$ cat src/hw/rtl/i2a_pkg.sv
// Shared constants, types and helper functions of the integer-to-ASCII formatter.
package i2a_pkg;

	// Value and field sizes.
	localparam int VALUE_BITS = 32;
	localparam int MAX_WIDTH  = 48;
	localparam int MAG_W      = 32;
	localparam int FW_W       = 6;

	// Helper for elaboration-time sizing.
	function automatic int imax(input int a, input int b);
		return (a > b) ? a : b;
	endfunction

	// Digit counts of the largest value in each radix.
	localparam int BIN_DIG = VALUE_BITS;
	localparam int OCT_DIG = (VALUE_BITS + 2) / 3;
	localparam int HEX_DIG = (VALUE_BITS + 3) / 4;
	localparam int DEC_DIG = (VALUE_BITS * 30103 + 99999) / 100000;
	localparam int BCD_W   = 4 * DEC_DIG;

	// The digit shift register holds the most significant digit in its top bits.
	localparam int DREG_W  = imax(imax(BIN_DIG, 3 * OCT_DIG), imax(BCD_W, 4 * HEX_DIG));
	localparam int MAX_DIG = BIN_DIG;
	localparam int DIG_W   = $clog2(MAX_DIG + 1);
	localparam int LEN_MAX = imax(MAX_WIDTH, MAX_DIG + 1);
	localparam int LEN_W   = $clog2(LEN_MAX + 1);
	localparam int MAGX_W  = imax(MAG_W, VALUE_BITS);
	localparam int CNT_W   = $clog2(VALUE_BITS + 1);

	// Alignment shifts that put the top digit slot at the top of the register.
	localparam int SH_BIN = DREG_W - BIN_DIG;
	localparam int SH_OCT = DREG_W - 3 * OCT_DIG;
	localparam int SH_HEX = DREG_W - 4 * HEX_DIG;
	localparam int SH_DEC = DREG_W - BCD_W;

	// Radix codes.
	localparam logic [1:0] RADIX_BIN = 2'd0;
	localparam logic [1:0] RADIX_OCT = 2'd1;
	localparam logic [1:0] RADIX_DEC = 2'd2;
	localparam logic [1:0] RADIX_HEX = 2'd3;

	// Character codes.
	localparam logic [7:0] CH_ZERO  = 8'h30;
	localparam logic [7:0] CH_UPPER = 8'h41;
	localparam logic [7:0] CH_LOWER = 8'h61;
	localparam logic [7:0] CH_MINUS = 8'h2d;
	localparam logic [7:0] CH_SPACE = 8'h20;
	localparam logic [3:0] DEC_BASE = 4'd10;

	// One formatting job handed from the front end to the emitter.
	typedef struct packed {
		logic [DREG_W-1:0] digits;
		logic [1:0]        radix;
		logic [DIG_W-1:0]  ndig;
		logic              neg;
		logic [LEN_W-1:0]  width;
		logic              left;
		logic              zero;
		logic              upper;
	} i2a_job_t;

	// ASCII character of one digit.
	function automatic logic [7:0] digit_char(input logic [3:0] d, input logic upper);
		logic [7:0] base;
		if (d < DEC_BASE) begin
			return CH_ZERO + {4'd0, d};
		end
		base = upper ? CH_UPPER : CH_LOWER;
		return base + {4'd0, d - DEC_BASE};
	endfunction

endpackage

$ cat src/hw/rtl/i2a_bcd.sv
// Bit-serial binary to BCD converter (shift and add-3), one value bit per cycle.
module i2a_bcd import i2a_pkg::*; (
	input  logic                  clk,
	input  logic                  arst_n,
	input  logic                  start,
	input  logic [VALUE_BITS-1:0] value,
	output logic                  done,
	output logic [BCD_W-1:0]      bcd
);

	logic [VALUE_BITS-1:0] val_q;
	logic [BCD_W-1:0]      bcd_q;
	logic [BCD_W-1:0]      adj;
	logic [CNT_W-1:0]      cnt_q;
	logic                  run_q;
	logic                  done_q;

	// Add three to every BCD digit of five or more before the shift.
	always_comb begin
		for (int i = 0; i < DEC_DIG; i++) begin
			if (bcd_q[4*i +: 4] >= 4'd5) begin
				adj[4*i +: 4] = bcd_q[4*i +: 4] + 4'd3;
			end else begin
				adj[4*i +: 4] = bcd_q[4*i +: 4];
			end
		end
	end

	// Shift one value bit into the BCD digits per cycle.
	always_ff @(posedge clk or negedge arst_n) begin
		if (!arst_n) begin
			val_q  <= '0;
			bcd_q  <= '0;
			cnt_q  <= '0;
			run_q  <= 1'b0;
			done_q <= 1'b0;
		end else begin
			if (start) begin
				val_q  <= value;
				bcd_q  <= '0;
				cnt_q  <= '0;
				run_q  <= 1'b1;
				done_q <= 1'b0;
			end else if (run_q) begin
				{bcd_q, val_q} <= {adj[BCD_W-2:0], val_q, 1'b0};
				cnt_q  <= cnt_q + 1'b1;
				done_q <= (cnt_q == CNT_W'(VALUE_BITS - 1));
				if (cnt_q == CNT_W'(VALUE_BITS - 1)) begin
					run_q <= 1'b0;
				end
			end else begin
				done_q <= 1'b0;
			end
		end
	end

	assign done = done_q;
	assign bcd  = bcd_q;

endmodule

$ cat src/hw/rtl/i2a_emit.sv
// Digit-serial emitter: strips leading zeros, then sends padding, sign and digits.
module i2a_emit import i2a_pkg::*; (
	input  logic       clk,
	input  logic       arst_n,
	input  logic       go,
	input  i2a_job_t   job,
	output logic       busy,
	output logic       m_tvalid,
	input  logic       m_tready,
	output logic [7:0] m_tdata,
	output logic       m_tlast
);

	typedef enum logic [1:0] {E_IDLE, E_NORM, E_SIZE, E_SEND} state_t;

	state_t            state_q;
	logic [DREG_W-1:0] digits_q;
	logic [DREG_W-1:0] digits_shl;
	logic [1:0]        radix_q;
	logic [DIG_W-1:0]  ndig_q;
	logic              sign_q;
	logic [LEN_W-1:0]  width_q;
	logic              left_q;
	logic              zero_q;
	logic              upper_q;
	logic [LEN_W-1:0]  pad_q;
	logic [LEN_W-1:0]  rem_q;
	logic              tvalid_q;
	logic [7:0]        tdata_q;
	logic              tlast_q;
	logic [3:0]        top4;
	logic [3:0]        digit;
	logic [LEN_W-1:0]  nsig;
	logic [LEN_W-1:0]  len;
	logic              out_free;
	logic              pick_sign;
	logic              pick_pad;
	logic [7:0]        pad_char;
	logic [7:0]        next_char;

	// Most significant digit and the register shifted past it.
	assign top4 = digits_q[DREG_W-1 -: 4];
	always_comb begin
		case (radix_q)
			RADIX_BIN: begin
				digit      = {3'd0, top4[3]};
				digits_shl = digits_q << 1;
			end
			RADIX_OCT: begin
				digit      = {1'b0, top4[3:1]};
				digits_shl = digits_q << 3;
			end
			default: begin
				digit      = top4;
				digits_shl = digits_q << 4;
			end
		endcase
	end

	// Text length from the digit count, sign and field width.
	assign nsig = LEN_W'(ndig_q) + LEN_W'(sign_q);
	assign len  = (width_q > nsig) ? width_q : nsig;

	// Choose the next character from the layout and what is left to send.
	always_comb begin
		pad_char = CH_SPACE;
		if (left_q) begin
			pick_sign = sign_q;
			pick_pad  = !sign_q && (ndig_q == '0);
		end else if (zero_q) begin
			pick_sign = sign_q;
			pick_pad  = !sign_q && (pad_q != '0);
			pad_char  = CH_ZERO;
		end else begin
			pick_pad  = (pad_q != '0);
			pick_sign = !pick_pad && sign_q;
		end
		if (pick_sign) begin
			next_char = CH_MINUS;
		end else if (pick_pad) begin
			next_char = pad_char;
		end else begin
			next_char = digit_char(digit, upper_q);
		end
	end

	assign out_free = !tvalid_q || m_tready;

	// Sequencer and output register.
	always_ff @(posedge clk or negedge arst_n) begin
		if (!arst_n) begin
			state_q  <= E_IDLE;
			digits_q <= '0;
			radix_q  <= RADIX_BIN;
			ndig_q   <= '0;
			sign_q   <= 1'b0;
			width_q  <= '0;
			left_q   <= 1'b0;
			zero_q   <= 1'b0;
			upper_q  <= 1'b0;
			pad_q    <= '0;
			rem_q    <= '0;
			tvalid_q <= 1'b0;
			tdata_q  <= '0;
			tlast_q  <= 1'b0;
		end else begin
			// While sending, the send branch below refills the output register.
			if (tvalid_q && m_tready && (state_q != E_SEND)) begin
				tvalid_q <= 1'b0;
			end
			case (state_q)
				E_IDLE: begin
					if (go) begin
						digits_q <= job.digits;
						radix_q  <= job.radix;
						ndig_q   <= job.ndig;
						sign_q   <= job.neg;
						width_q  <= job.width;
						left_q   <= job.left;
						zero_q   <= job.zero;
						upper_q  <= job.upper;
						state_q  <= E_NORM;
					end
				end
				E_NORM: begin
					// Drop one leading zero digit per cycle, keeping at least one.
					if (ndig_q > DIG_W'(1) && digit == 4'd0) begin
						digits_q <= digits_shl;
						ndig_q   <= ndig_q - 1'b1;
					end else begin
						state_q <= E_SIZE;
					end
				end
				E_SIZE: begin
					pad_q   <= len - nsig;
					rem_q   <= len;
					state_q <= E_SEND;
				end
				E_SEND: begin
					if (out_free) begin
						tvalid_q <= 1'b1;
						tdata_q  <= next_char;
						tlast_q  <= (rem_q == LEN_W'(1));
						rem_q    <= rem_q - 1'b1;
						if (pick_sign) begin
							sign_q <= 1'b0;
						end else if (pick_pad) begin
							if (pad_q != '0) begin
								pad_q <= pad_q - 1'b1;
							end
						end else begin
							digits_q <= digits_shl;
							ndig_q   <= ndig_q - 1'b1;
						end
						if (rem_q == LEN_W'(1)) begin
							state_q <= E_IDLE;
						end
					end
				end
				default: begin
					state_q <= E_IDLE;
				end
			endcase
		end
	end

	assign busy     = (state_q != E_IDLE);
	assign m_tvalid = tvalid_q;
	assign m_tdata  = tdata_q;
	assign m_tlast  = tlast_q;

endmodule

$ cat src/hw/rtl/integer_to_ascii_formatter.sv
// Top level of the integer-to-ASCII formatter: request capture and digit preparation.
//
// Usage: a request enters on the s_ stream (s_tvalid, s_tready, s_tdata) and
// holds a magnitude, a radix code, a minus flag, a field width and the
// left-adjust, zero-pad and upper-case flags. The formatted text leaves on the
// m_ stream one ASCII character per transfer, most significant first, with
// m_tlast on the final character.
// Throughput: one request is worked on at a time. For binary, octal and hex the
// next request can be taken once the previous one has been stripped of leading
// zeros, sized and sent; decimal first adds the bit-serial BCD conversion. The
// leading zero strip runs one digit a cycle and the output sends one character
// a cycle while the receiver is ready.
// s_tready is high only while no request is in progress; the last character
// may still wait in the output register when the next request is taken.
// Reset clears all control state; no request or character is pending after it.
// When the receiver stalls, the current character holds in the output register
// and character generation pauses until m_tready returns.
module integer_to_ascii_formatter import i2a_pkg::*; (
	input  logic        clk,
	input  logic        arst_n,
	input  logic        s_tvalid,
	output logic        s_tready,
	// magnitude[31:0], radix_code[33:32], minus[34], field_width[40:35],
	// left_adjust[41], zero_pad[42], upper_case[43], zeros[47:44]
	input  logic [47:0] s_tdata,
	output logic        m_tvalid,
	input  logic        m_tready,
	// text_byte[7:0]
	output logic [7:0]  m_tdata,
	output logic        m_tlast
);

	typedef enum logic {T_IDLE, T_CONV} state_t;

	state_t                state_q;
	i2a_job_t              job_q;
	logic                  go_q;
	logic                  accept;
	logic [MAGX_W-1:0]     magx;
	logic [VALUE_BITS-1:0] value;
	logic [1:0]            radix;
	logic [FW_W-1:0]       fw;
	logic [LEN_W-1:0]      width_sat;
	logic [DREG_W-1:0]     aligned;
	logic [DIG_W-1:0]      ndig_max;
	logic                  bcd_done;
	logic [BCD_W-1:0]      bcd;
	logic                  emit_busy;

	localparam int CMP_W = imax(FW_W, LEN_W);

	assign s_tready = (state_q == T_IDLE) && !go_q && !emit_busy;
	assign accept   = s_tvalid && s_tready;

	// Request fields.
	assign magx  = MAGX_W'(s_tdata[31:0]);
	assign value = magx[VALUE_BITS-1:0];
	assign radix = s_tdata[33:32];
	assign fw    = s_tdata[40:35];

	// Field width limited to the largest supported width.
	always_comb begin
		if (CMP_W'(fw) > CMP_W'(MAX_WIDTH)) begin
			width_sat = LEN_W'(MAX_WIDTH);
		end else begin
			width_sat = LEN_W'(fw);
		end
	end

	// Power-of-two radices take their digits straight from the value bits.
	always_comb begin
		case (radix)
			RADIX_BIN: begin
				aligned  = DREG_W'(value) << SH_BIN;
				ndig_max = DIG_W'(BIN_DIG);
			end
			RADIX_OCT: begin
				aligned  = DREG_W'(value) << SH_OCT;
				ndig_max = DIG_W'(OCT_DIG);
			end
			RADIX_HEX: begin
				aligned  = DREG_W'(value) << SH_HEX;
				ndig_max = DIG_W'(HEX_DIG);
			end
			default: begin
				aligned  = '0;
				ndig_max = DIG_W'(DEC_DIG);
			end
		endcase
	end

	// Capture the request and hand it to the emitter, after BCD conversion for decimal.
	always_ff @(posedge clk or negedge arst_n) begin
		if (!arst_n) begin
			state_q <= T_IDLE;
			job_q   <= '0;
			go_q    <= 1'b0;
		end else begin
			case (state_q)
				T_IDLE: begin
					go_q <= accept && (radix != RADIX_DEC);
					if (accept) begin
						job_q.digits <= aligned;
						job_q.radix  <= radix;
						job_q.ndig   <= ndig_max;
						job_q.neg    <= s_tdata[34];
						job_q.width  <= width_sat;
						job_q.left   <= s_tdata[41];
						job_q.zero   <= s_tdata[42];
						job_q.upper  <= s_tdata[43];
						if (radix == RADIX_DEC) begin
							state_q <= T_CONV;
						end
					end
				end
				T_CONV: begin
					go_q <= bcd_done;
					if (bcd_done) begin
						job_q.digits <= DREG_W'(bcd) << SH_DEC;
						state_q      <= T_IDLE;
					end
				end
				default: begin
					go_q    <= 1'b0;
					state_q <= T_IDLE;
				end
			endcase
		end
	end

	i2a_bcd u_bcd (
		.clk    (clk),
		.arst_n (arst_n),
		.start  (accept && (radix == RADIX_DEC)),
		.value  (value),
		.done   (bcd_done),
		.bcd    (bcd)
	);

	i2a_emit u_emit (
		.clk      (clk),
		.arst_n   (arst_n),
		.go       (go_q),
		.job      (job_q),
		.busy     (emit_busy),
		.m_tvalid (m_tvalid),
		.m_tready (m_tready),
		.m_tdata  (m_tdata),
		.m_tlast  (m_tlast)
	);

endmodule

$ cat config.mk
export PLATFORM = sky130hd
export DESIGN_NAME = integer_to_ascii_formatter
export DESIGN_NICKNAME = d
export VERILOG_FILES = /design/src/hw/rtl/i2a_pkg.sv /design/src/hw/rtl/i2a_bcd.sv /design/src/hw/rtl/i2a_emit.sv /design/src/hw/rtl/integer_to_ascii_formatter.sv
export SDC_FILE = /design/constraint.sdc
export NUM_CORES = 1
export LEC_CHECK = 0
export CORE_ASPECT_RATIO = 1.1
export CORE_MARGIN = 1
export CORE_UTILIZATION = 43
export CTS_BUF_LIST = sky130_fd_sc_hd__clkbuf_16
export DETAILED_ROUTE_END_ITERATION = 10
export DONT_BUFFER_PORTS = 1
export REMOVE_ABC_BUFFERS = 1
export SETUP_SLACK_MARGIN = 0.5
export SLEW_MARGIN = 20
export SYNTH_ARGS = -nofsm -noshare
export SYNTH_HDL_FRONTEND = slang
export SYNTH_SLANG_ARGS = --single-unit
$ cat constraint.sdc
create_clock -name clk -period 3.75 [get_ports clk]
set_clock_uncertainty 0.2 [all_clocks]
set_input_delay 0.75 -clock clk [delete_from_list [all_inputs] [get_ports clk]]
set_output_delay 0.75 -clock clk [all_outputs]
set_load 0.02 [all_outputs]
* Word level (Yosys, flattened, before mapping)
Cells that the tools add are included.
Widths: inputs -> output; s select.
** Word-level totals
- Register bits :: 222
- Latch bits :: 0
- RAM bits :: 0
- Bits in read-only memories :: 0
- Output and inout port bits :: 11
- Logic and storage cells :: 204
- Memories kept :: 0
** Operators by class
- $add $sub $neg :: 19
- Multiply operators :: 0
- Div/mod/pow operators :: 0
- Magnitude comparators :: 14
- Eq/ne operators :: 23
- Shifts and indexed selects :: 0
- Multiplexer cells :: 80
- Bitwise gates (word level) :: 1
- Reduce and logical (&&, ||, !) cells :: 38
** Operator list (count)
- $mux 40 :: 8
- $pmux 40 s2 :: 3
- $pmux 40 s3 :: 1
- $mux 6 :: 15
- $mux 32 :: 2
- $mux 58 :: 1
- $ge 4x3->1 const B :: 10
- $mux 8 :: 5
- $add 4x2->4 const B :: 9
- $mux 4 :: 9
- $pmux 6 s3 :: 2
- $pmux 6 s2 :: 2
- $mux 1 :: 21
- $sub 6x1->6 const B :: 3
- $ne 2x1->1 const B :: 7
- $ne 2x2->1 const B :: 7
- $logic_and 1x1->1 :: 11
- $reduce_and 2->1 :: 5
- $add 8x4->8 :: 1
- $eq 2x2->1 const B :: 4
- $mux 2 :: 4
- $pmux 2 s4 :: 1
- $pmux 4 s2 :: 1
- $reduce_and 4->1 :: 2
- 28 further kinds :: 41

* Longest topological paths before layout
Gate-level depths: netlist of run 1.
- Word-level depth :: 9
- Mapped depth :: 18

* Hierarchy
From an unflattened synthesis of run 1, not the netlist that was laid out.
** Unflattened totals
- Cell total of the unflattened synthesis :: 1517
- Area, all modules :: 13095.1 sq um
** By module, submodules not included
- i2a_emit :: times used 1, cells each 684, area an instance 5604.1 sq um, seq. area each 2026.9 sq um
- i2a_bcd :: times used 1, cells each 461, area an instance 4362.9 sq um, seq. area each 2001.9 sq um
- integer_to_ascii_formatter :: times used 1, cells each 372, area an instance 3128.0 sq um, seq. area each 1451.4 sq um

* Worst setup path after synthesis of run 1
OpenSTA, ideal clock, no wires.
- Path kind :: register to register
- From :: register u_emit.sign_q
- To :: register u_emit.pad_q[5]
- Arrival time :: 3.615 ns
- Required time :: 3.458 ns
- Path slack :: -0.157 ns
- Stages on the path, launching flop included :: 18
- Path through :: dfrtp_1 ha_1 nand2_1 nor2_1 xnor2_1 ha_1 a31oi_2 o21ai_4 o21a_4 o21ai_0 ha_1 a21oi_1 o21ai_0 o21ai_2 o21ai_2 a311oi_2 nor4_1 o31ai_2
** On the way
- Cells in the longest elaborated chain, start to end :: 6
- Elaborated cells between the ends (all ways) :: 16
** Ends and longest elaborated chain
- start, declared :: RTL line i2a_emit.sv:21 : logic sign_q;
- start signal, assigned :: RTL line i2a_emit.sv:117 : sign_q <= job.neg;
- branches (longest 6 deep; another with $add 6x1->6)
- end signal, assigned :: RTL line i2a_emit.sv:135 : pad_q <= len - nsig;
- end signal, assigned :: RTL line i2a_emit.sv:149 : pad_q <= pad_q - 1'b1;
- end, declared :: RTL line i2a_emit.sv:26 : logic [LEN_W-1:0] pad_q;
Several ways; the timed one is not identified.
A chain may end at the register's enable or synchronous reset.

* Worst setup path in the final report of run 1
Ends and elaborated chain as after synthesis.

==> results of run 1 <==
cell type report:
type	count	area, µm²	area share
multi-input combinational	1035	6600	0.468
sequential	219	5490	0.389
clock buffer	27	676	0.0479
timing repair buffer	61	502	0.0356
tap	363	454	0.0322
clock inverter	19	209	0.0148
inverter	45	169	0.0120
state kept, by name (all words and copies together), names as in the netlist, 2 cells and up:
name / count
job_q: 56
u_bcd.val_q: 32
u_bcd.bcd: 40
u_emit.ndig_q: 6
u_emit.radix_q: 2
u_emit.state_q: 2
u_emit.m_tdata: 7
u_emit.rem_q: 6
u_bcd.cnt_q: 6
u_emit.width_q: 6
u_emit.digits_q: 40
u_emit.pad_q: 6
layout by cell type, fill, tap and decap left out, types with 5 or more instances in the layout:
| cell type | count |
|---|---|
| sky130_fd_sc_hd__clkbuf_16 | 27 |
| sky130_fd_sc_hd__dfrtp_1 | 215 |
| sky130_fd_sc_hd__buf_4 | 54 |
| sky130_fd_sc_hd__nand2_1 | 168 |
| sky130_fd_sc_hd__clkinv_2 | 5 |
| sky130_fd_sc_hd__nor2_1 | 173 |
| sky130_fd_sc_hd__buf_6 | 5 |
| sky130_fd_sc_hd__a22oi_1 | 36 |
| sky130_fd_sc_hd__o211ai_1 | 11 |
| sky130_fd_sc_hd__bufinv_16 | 5 |
| sky130_fd_sc_hd__nor3_1 | 15 |
| sky130_fd_sc_hd__ha_4 | 5 |
| sky130_fd_sc_hd__xor2_1 | 12 |
| sky130_fd_sc_hd__mux2i_1 | 89 |
| sky130_fd_sc_hd__o31ai_1 | 5 |
| sky130_fd_sc_hd__ha_1 | 41 |
| sky130_fd_sc_hd__a21oi_1 | 159 |
| sky130_fd_sc_hd__nor3b_1 | 9 |
| sky130_fd_sc_hd__o21ai_0 | 98 |
| sky130_fd_sc_hd__a221oi_1 | 11 |
| sky130_fd_sc_hd__xnor2_1 | 16 |
| sky130_fd_sc_hd__inv_1 | 49 |
| sky130_fd_sc_hd__mux2_2 | 15 |
| sky130_fd_sc_hd__nand2b_1 | 13 |
| sky130_fd_sc_hd__o21ai_2 | 5 |
| sky130_fd_sc_hd__nand3_1 | 45 |
| sky130_fd_sc_hd__a211oi_1 | 16 |
| sky130_fd_sc_hd__nand4_1 | 5 |
cells in the mapped netlist, types with 4 or more instances:
cell type	instances
sky130_fd_sc_hd__buf_4	4
sky130_fd_sc_hd__nand3_1	45
sky130_fd_sc_hd__o21ai_0	104
sky130_fd_sc_hd__nand2_1	170
sky130_fd_sc_hd__mux2i_1	90
sky130_fd_sc_hd__inv_1	45
sky130_fd_sc_hd__a211oi_1	17
sky130_fd_sc_hd__o211ai_1	11
sky130_fd_sc_hd__a22oi_1	36
sky130_fd_sc_hd__nor4_1	4
sky130_fd_sc_hd__ha_1	48
sky130_fd_sc_hd__nand4_1	5
sky130_fd_sc_hd__buf_1	13
sky130_fd_sc_hd__nor3b_1	9
sky130_fd_sc_hd__nor3_1	16
sky130_fd_sc_hd__a21oi_1	163
sky130_fd_sc_hd__buf_2	6
sky130_fd_sc_hd__o31ai_1	6
sky130_fd_sc_hd__a221oi_1	11
sky130_fd_sc_hd__xnor2_1	17
sky130_fd_sc_hd__mux2_2	15
sky130_fd_sc_hd__dfrtp_1	219
sky130_fd_sc_hd__xor2_1	12
sky130_fd_sc_hd__clkbuf_1	62
sky130_fd_sc_hd__nor2_1	177
sky130_fd_sc_hd__nand2b_1	13
worst max-delay path by stage:
| stage | from | end | slack [ns] | depth (start not counted) |
|---|---|---|---|---|
| after floorplan | u_emit.radix_q[1]$_DFFE_PN0P_ | u_emit.ndig_q[5]$_DFFE_PN0P_ | -1.28 | 7 |
| after global placement | u_emit.sign_q$_DFFE_PN0P_ | u_emit.pad_q[5]$_DFFE_PN0P_ | -0.11 | 16 |
| after detailed placement | u_emit.sign_q$_DFFE_PN0P_ | u_emit.pad_q[5]$_DFFE_PN0P_ | -0.22 | 16 |
| after CTS | u_emit.ndig_q[0]$_DFFE_PN0P_ | u_emit.pad_q[5]$_DFFE_PN0P_ | 0.03 | 18 |
| after global routing | u_emit.sign_q$_DFFE_PN0P_ | u_emit.pad_q[5]$_DFFE_PN0P_ | -0.11 | 19 |
| final | u_emit.sign_q$_DFFE_PN0P_ | u_emit.pad_q[5]$_DFFE_PN0P_ | 0.07 | 19 |
timing repair:
item	CTS	global route
buffers inserted	8	7
gates resized for setup	21	29
hold endpoints to repair	219	219
pin swaps	18	13
setup endpoints to repair	5	11
gates cloned	0	0
per-stage QoR:
step	cells	worst slack (ns)
after floorplan	1299	-1.28
after global routing	1769	-0.112
after detailed placement	1708	-0.219
after CTS	1762	0.0256
after global placement	1708	-0.110
final	1769	0.0668
power groups by stage:
stage	logic, mW	clock network [mW]	registers (mW)
6_report	6.86	2.62	4.49
5_1_grt	7.81	2.78	4.65
4_1_cts	6.49	2.69	4.47
3_5_place_dp	6.23	0	4.50
3_3_place_gp	6.07	0	4.48
2_1_floorplan	4.77	0	4.36
per-layer routing:
metal	vias to the layer above	track usage	share of wire
met2	151	0.326	0.48
met4	0	0.0578	0.031
met1	4618	0.268	0.45
met3	49	0.0318	0.038
met5	-	0	0
li1	4864	-	-
cell families (layout without fill, tap and decap cells):
logic type / Yosys count / in the layout / synth area share
xor gates and xnor gates: 33 / 33 / 0.0280
buffers and inverters: 131 / 152 / 0.0422
other: 1 / 1 / 0.000303
DFF: 219 / 219 / 0.443
adders and majority gates: 49 / 49 / 0.0502
AOI/OAI and AO/OA: 381 / 381 / 0.186
and+or+nand+nor: 466 / 466 / 0.164
muxes: 105 / 105 / 0.0865
==> results_tabular.tex, run 1 <==
\begin{tabular}{lr}
\hline
Metric & Value \\
\hline
\multicolumn{2}{l}{\textbf{Global route}} \\
Maximum number of pins on one net before global-route repair & 220 \\
Via count of the first global-routing pass & 9413 \\
Number of antenna violations at the first check in global routing & 0 \\
Global-route wire length before repair & 48100 µm \\
Global route overflow & 0 \\
GRT Util Overall & 0.198 \\
\multicolumn{2}{l}{\textbf{Clocking}} \\
Number of clock sinks & 219 \\
H-tree depth reported by CTS & 1 \\
CTS tree & built \\
Clock tree root buffer cell & sky130\_fd\_sc\_hd\_\_clkbuf\_16 \\
Clk Latency, worst-skew pair & 0.53 ns \\
Number of buffers between clock root and the deepest sink & 3 \\
Worst-path clk slew & 0.06 ns \\
Number of buffers added by the clock tree synthesis step & 26 \\
\multicolumn{2}{l}{\textbf{Run}} \\
Max-capacitance violation count & 0 \\
\multicolumn{2}{l}{\textbf{Logic synthesis}} \\
Largest area contributor in the synthesized netlist & sky130\_fd\_sc\_hd\_\_dfrtp\_1 \\
Number of warnings issued by yosys & 0 \\
Cells taking the most area after synthesis & sky130\_fd\_sc\_hd\_\_dfrtp\_1 (44\%), sky130\_fd\_sc\_hd\_\_mux2i\_1 (7.3\%), sky130\_fd\_sc\_hd\_\_a21oi\_1 (6.6\%), sky130\_fd\_sc\_hd\_\_nor2\_1 (5.4\%), sky130\_fd\_sc\_hd\_\_nand2\_1 (5.2\%) \\
Async S/R FF share, synth & 1.00 \\
Share of the synthesized area in the top cell type & 0.443 \\
Synthesized area per cell & 8.93 µm² \\
Count of cell types in the netlist & 73 \\
Cells after Synth & 1385 \\
Mapped Area & 12400 µm² \\
Most used flip-flop cell after synthesis & sky130\_fd\_sc\_hd\_\_dfrtp\_1 \\
Number of flops mapped to enable cells by yosys & 0 \\
Synthesized flop and latch total & 219 \\
Seq/Total Area, Yosys & 0.443 \\
\multicolumn{2}{l}{\textbf{Pwr}} \\
Combinational group share of total power & 0.491 \\
Clock network fraction of total power & 0.188 \\
Internal Pwr Total & 8.20 mW \\
Sequential group share of total power & 0.321 \\
Reported net switching power & 5.76 mW \\
Power Dens Cells & 990 nW/µm² \\
Total power consumption of the routed design & 14.0 mW \\
Maximum vdd ir drop & 0.599 mV \\
Switching fraction of total power & 0.413 \\
Standby leakage power & 6.04 nW \\
\multicolumn{2}{l}{\textbf{Drt}} \\
Overall via count from detail\_route & 9682 \\
Initial detailed-routing violation count & 600 \\
Antenna-violating nets left & 0 \\
Number of remaining DRC errors & 0 \\
Via-per-instance ratio & 5.47 \\
Pre-antenna DRT Iters & 7 \\
Wire length per cell after detailed routing & 16.0 µm \\
Drt total wl & 28300 µm \\
\multicolumn{2}{l}{\textbf{Critical path}} \\
Required @ worst endpoint & 3.96 ns \\
CP startpoint kind & flip-flop \\
Critical path class & reg2reg \\
Buffers \& Inverters on Critical Path & 3 \\
Data arrival, critical path & 3.90 ns \\
RR Endpoint & u\_emit.pad\_q[5]\$\_DFFE\_PN0P\_ \\
Critical path's largest stage delay & 0.42 ns \\
Crit-path max FO & 3 \\
Cell type group with the largest total delay on the critical path & compound AO/OA/AOI/OAI gates \\
Sequence of cells on the critical path & ha\_4, buf\_4, buf\_4, and4bb\_1, o22ai\_2, a32oi\_2, o21ai\_4, o21a\_4, nand2\_1, o21ai\_2, ha\_4, a21oi\_4, o21ai\_2, o21ai\_2, buf\_4, nor3\_2, a311oi\_2, o31a\_1, o31ai\_2 \\
Type of destination of the critical path & flip-flop \\
Setup slack, reg-to-reg & 0.07 ns \\
Cell depth of the worst flop-to-flop path & 19 \\
Worst flop-to-flop path startpoint & u\_emit.sign\_q\$\_DFFE\_PN0P\_ \\
Slowest stage cell, crit path & sky130\_fd\_sc\_hd\_\_dfrtp\_1 \\
\multicolumn{2}{l}{\textbf{Layout}} \\
Area Overhead vs Synth & 13.9\% \\
Final Net Count & 1489 \\
Final Core Density & 0.503 \\
Post-route standard cell area excluding fillers & 14100 µm² \\
Share of layout cells above drive strength 1 & 0.124 \\
Diode insertion count for antenna repair & 0 \\
Count of filler cells inserted in the layout & 2655 \\
\multicolumn{2}{l}{\textbf{Timing}} \\
Min Tclk post-route & 3.68 ns \\
Hold slack final & -0.293 ns \\
Transition at the pin with the smallest max-transition slack & 1.01 ns \\
Total setup violations reported at the end of the flow & 0 \\
FMAX & 272 MHz \\
Hold violation count in the final report & 219 \\
Setup\_tns & 0 ns \\
Max-slew violation count & 0 \\
Headroom to the max-slew limit & 0.315 \\
Final Cycle Share & 0.982 \\
RSZ-0062 raised after global routing & yes \\
\multicolumn{2}{l}{\textbf{Die}} \\
Area of the core & 28000 µm² \\
Die height & 180 µm \\
Number of cell rows & 64 \\
Floorplan die width & 164 µm \\
Total Die Area & 29500 µm² \\
Boundary pin count & 63 \\
Effective utilization at floorplan & 0.441 \\
\multicolumn{2}{l}{\textbf{Run status}} \\
Failing checks & negative hold slack \\
Result of the run & finished, violations left \\
\multicolumn{2}{l}{\textbf{Placed design}} \\
HPWL after detailed placement & 18700 µm \\
\# port buffers & 0 \\
Post-DP Area & 12900 µm² \\
GP Congestion & 0.841 \\
\multicolumn{2}{l}{\textbf{Min path}} \\
Worst hold path class & in2async \\
\hline
\end{tabular}
Power figures use the tool's default switching activity.
==> inputs of run 2 (changes only) <==
--- a/config.mk
+++ b/config.mk
@@ -5,12 +5,14 @@
 export SDC_FILE = /design/constraint.sdc
 export NUM_CORES = 1
 export LEC_CHECK = 0
+export CAP_MARGIN = 10
 export CORE_ASPECT_RATIO = 1.1
 export CORE_MARGIN = 1
 export CORE_UTILIZATION = 43
 export CTS_BUF_LIST = sky130_fd_sc_hd__clkbuf_16
 export DETAILED_ROUTE_END_ITERATION = 10
 export DONT_BUFFER_PORTS = 1
+export HOLD_SLACK_MARGIN = 0.12
 export REMOVE_ABC_BUFFERS = 1
 export SETUP_SLACK_MARGIN = 0.5
 export SLEW_MARGIN = 20
==> run 2 against run 1 <==
  * Die area did not move
  * Final area grew 0.99%
  * Highest routed layer unchanged
  * Critical endpoint unchanged
  * Hold slack about the same
  * The flow still finishes with violations (negative hold slack)
  * Utilization grew 0.50 points
  * Power grew 0.14%
  * Critical path type unchanged
  * Sequential cell count stayed put
  * Global-route usage increased by 0.063 points
  * Clock-buffer cell count stayed put
==> results_tabular.tex, run 2 (synthesis results as in run 1) <==
\begin{tabular}{lr}
\hline
Metric & Value \\
\hline
\multicolumn{2}{l}{\textbf{Pwr}} \\
Standby leakage power & 6.10 nW (+0.97\%) \\
Power Dens Cells & 982 nW/µm² (-0.85\%) \\
Maximum vdd ir drop & 0.599 mV (about the same) \\
\multicolumn{2}{l}{\textbf{Run status}} \\
Failing checks & negative hold slack \\
Result of the run & finished, violations left \\
\multicolumn{2}{l}{\textbf{Critical path}} \\
CP startpoint kind & flip-flop \\
Critical path class & reg2reg \\
Buffers \& Inverters on Critical Path & 3 (unchanged) \\
Type of destination of the critical path & flip-flop \\
Cell type group with the largest total delay on the critical path & compound AO/OA/AOI/OAI gates \\
Required @ worst endpoint & 3.96 ns (about the same) \\
Sequence of cells on the critical path & ha\_4, buf\_4, buf\_4, and4bb\_1, o22ai\_2, a32oi\_2, o21ai\_4, o21a\_4, nand2\_1, o21ai\_2, ha\_4, a21oi\_4, o21ai\_2, o21ai\_2, buf\_4, nor3\_2, a311oi\_2, o31a\_1, o31ai\_2 \\
Cell depth of the worst flop-to-flop path & 19 (unchanged) \\
Critical path's largest stage delay & 0.42 ns (about the same) \\
Count of cell instances traversed by the critical path & 19 (unchanged) \\
Crit-path max FO & 3 (unchanged) \\
Data arrival, critical path & 3.89 ns (about the same) \\
Slowest stage cell, crit path & sky130\_fd\_sc\_hd\_\_dfrtp\_1 \\
\multicolumn{2}{l}{\textbf{Layout}} \\
Area Overhead vs Synth & 15.1\% \\
Post-route standard cell area excluding fillers & 14200 µm² (+0.99\%) \\
Most common library cell in the layout ignoring fill and taps & sky130\_fd\_sc\_hd\_\_dfrtp\_1 \\
Most flops, register & job\_q \\
Diode insertion count for antenna repair & 0 (unchanged) \\
Leading cell types in the layout, fill and taps excluded & sky130\_fd\_sc\_hd\_\_dfrtp\_1 (215), sky130\_fd\_sc\_hd\_\_nor2\_1 (173), sky130\_fd\_sc\_hd\_\_nand2\_1 (168), sky130\_fd\_sc\_hd\_\_a21oi\_1 (159), sky130\_fd\_sc\_hd\_\_o21ai\_0 (98) \\
Count of filler cells inserted in the layout & 2649 (-0.23\%) \\
Final Net Count & 1503 (+0.94\%) \\
Largest register FFs & 56 (unchanged) \\
Share of layout cells above drive strength 1 & 0.123 (-0.00122) \\
\multicolumn{2}{l}{\textbf{Global route}} \\
GRT Util Overall & 0.199 (+0.000632) \\
Global route overflow & 0 (unchanged) \\
Via count of the first global-routing pass & 9472 (+0.63\%) \\
Maximum number of pins on one net before global-route repair & 220 (unchanged) \\
Global-route wire length before repair & 48300 µm (+0.33\%) \\
Number of antenna violations at the first check in global routing & 0 (unchanged) \\
\multicolumn{2}{l}{\textbf{Timing}} \\
Total setup violations reported at the end of the flow & 0 (unchanged) \\
RSZ-0062 raised after global routing & yes \\
Final Cycle Share & 0.982 (about the same) \\
FMAX & 272 MHz (about the same) \\
Headroom to the max-slew limit & 0.302 (-0.0130) \\
Hold violation count in the final report & 219 (unchanged) \\
Hold slack final & -0.293 ns (-0.0000220 ns) \\
Min Tclk post-route & 3.68 ns (-0.00109 ns) \\
Transition at the pin with the smallest max-transition slack & 1.03 ns (+0.0193 ns) \\
Max-slew violation count & 0 (unchanged) \\
Setup\_tns & 0 ns (unchanged) \\
\multicolumn{2}{l}{\textbf{Clocking}} \\
Worst-path clk slew & 0.06 ns (about the same) \\
Number of hold buffers added after cts & 14 \\
Number of buffers added by the clock tree synthesis step & 26 (unchanged) \\
H-tree depth reported by CTS & 1 (unchanged) \\
Clk Latency, worst-skew pair & 0.54 ns (about the same) \\
Clock tree root buffer cell & sky130\_fd\_sc\_hd\_\_clkbuf\_16 \\
Number of clock sinks & 219 (unchanged) \\
CTS tree & built \\
Number of buffers between clock root and the deepest sink & 3 (unchanged) \\
\multicolumn{2}{l}{\textbf{Min path}} \\
Worst hold path class & in2async \\
\multicolumn{2}{l}{\textbf{Drt}} \\
Via-per-instance ratio & 5.47 (-0.13\%) \\
Drt total wl & 28400 µm (+0.48\%) \\
Overall via count from detail\_route & 9746 (+0.66\%) \\
Initial detailed-routing violation count & 619 (+3.2\%) \\
Pre-antenna DRT Iters & 5 (-2) \\
Antenna-violating nets left & 0 (unchanged) \\
Wire length per cell after detailed routing & 15.9 µm (-0.31\%) \\
Number of remaining DRC errors & 0 (unchanged) \\
\multicolumn{2}{l}{\textbf{Die}} \\
Number of cell rows & 64 (unchanged) \\
Effective utilization at floorplan & 0.441 (unchanged) \\
Floorplan die width & 164 µm (unchanged) \\
Area of the core & 28000 µm² (unchanged) \\
Die height & 180 µm (unchanged) \\
Boundary pin count & 63 (unchanged) \\
Total Die Area & 29500 µm² (unchanged) \\
\multicolumn{2}{l}{\textbf{Placed design}} \\
GP Congestion & 0.841 (unchanged) \\
Post-DP Area & 12900 µm² (unchanged) \\
\# port buffers & 0 (unchanged) \\
HPWL after detailed placement & 18700 µm (unchanged) \\
\multicolumn{2}{l}{\textbf{Run}} \\
Max-capacitance violation count & 0 (unchanged) \\
\hline
\end{tabular}
==> run 2: changes by cell type in the layout (fill, tap and decap cells not counted), sizes merged <==
cell | previous run | this run
dlygate4sd3 | 0 | 14
==> run 2: worst register-to-register path, stage by stage, from the launching register on <==
cell	delay [ns]
sky130_fd_sc_hd__dfrtp_1	0.42
sky130_fd_sc_hd__ha_4	0.19
sky130_fd_sc_hd__buf_4	0.13
sky130_fd_sc_hd__buf_4	0.13
sky130_fd_sc_hd__and4bb_1	0.19
sky130_fd_sc_hd__o22ai_2	0.16
sky130_fd_sc_hd__a32oi_2	0.17
sky130_fd_sc_hd__o21ai_4	0.25
sky130_fd_sc_hd__o21a_4	0.18
sky130_fd_sc_hd__nand2_1	0.07
sky130_fd_sc_hd__o21ai_2	0.10
sky130_fd_sc_hd__ha_4	0.23
sky130_fd_sc_hd__a21oi_4	0.18
sky130_fd_sc_hd__o21ai_2	0.08
sky130_fd_sc_hd__o21ai_2	0.17
sky130_fd_sc_hd__buf_4	0.14
sky130_fd_sc_hd__nor3_2	0.04
sky130_fd_sc_hd__a311oi_2	0.27
sky130_fd_sc_hd__o31a_1	0.20
sky130_fd_sc_hd__o31ai_2	0.06
==> run 2: worst paths after layout <==
kind | end | start | slack [ns]
max reg2reg | u_emit.pad_q[5]$_DFFE_PN0P_ | u_emit.sign_q$_DFFE_PN0P_ | 0.07
max in group asynchronous | u_bcd.bcd[24]$_DFFE_PN0P_ | arst_n | 3.32
min | u_emit.pad_q[2]$_DFFE_PN0P_ | arst_n | -0.29
max | u_emit.pad_q[5]$_DFFE_PN0P_ | u_emit.sign_q$_DFFE_PN0P_ | 0.07
min in group clk | job_q[7]$_DFFE_PN0P_ | s_tdata[39] | 0.14
min reg2reg | job_q[4]$_DFFE_PN0P_ | job_q[4]$_DFFE_PN0P_ | 0.27
==> run 2: layout make-up <==
type	count	area [µm²]	area share
Inverter	45	169	0.0119
Clock inverter	19	209	0.0147
Multi-Input combinational cell	1035	6600	0.464
Timing Repair Buffer	75	642	0.0451
Sequential cell	219	5490	0.385
Clock buffer	27	676	0.0475
Tap cell	363	454	0.0319
==> run 2: power breakdown <==
group / switching [mW] / internal, mW / total [mW]
Combinational: 3.71 / 3.16 / 6.87
Clock: 0.988 / 1.63 / 2.62
Sequential: 1.07 / 3.41 / 4.49
==> run 2: per-stage QoR <==
step | hold WS (ns) | std cells | power [mW] | utilization | setup slack (ns)
finish | -0.293 | 1783 | 14.0 | 0.508 | 0.0679
global route | -0.316 | 1783 | 15.3 | 0.508 | -0.112
detailed placement | 0.258 | 1708 | 10.7 | 0.459 | -0.219
floorplan | 0.235 | 1299 | 9.13 | - | -1.28
global placement | 0.253 | 1708 | 10.5 | 0.459 | -0.110
CTS | -0.309 | 1776 | 13.7 | 0.501 | 0.0256
==> run 2: timing repair <==
action / 4_1_cts / 5_1_grt
endpoints found under the setup margin: 5 / 11
setup buffers: 8 / 7
pin swaps: 18 / 13
hold endpoints to repair: 233 / 219
gates resized for setup: 21 / 29
==> run 2: metal layers <==
| metal | up-vias | global-route usage | share of wire |
|---|---|---|---|
| li1 | 4889 | - | - |
| met5 | - | 0 | 0 |
| met1 | 4663 | 0.267 | 0.45 |
| met2 | 143 | 0.328 | 0.48 |
| met4 | 0 | 0.0578 | 0.031 |
| met3 | 51 | 0.0328 | 0.038 |
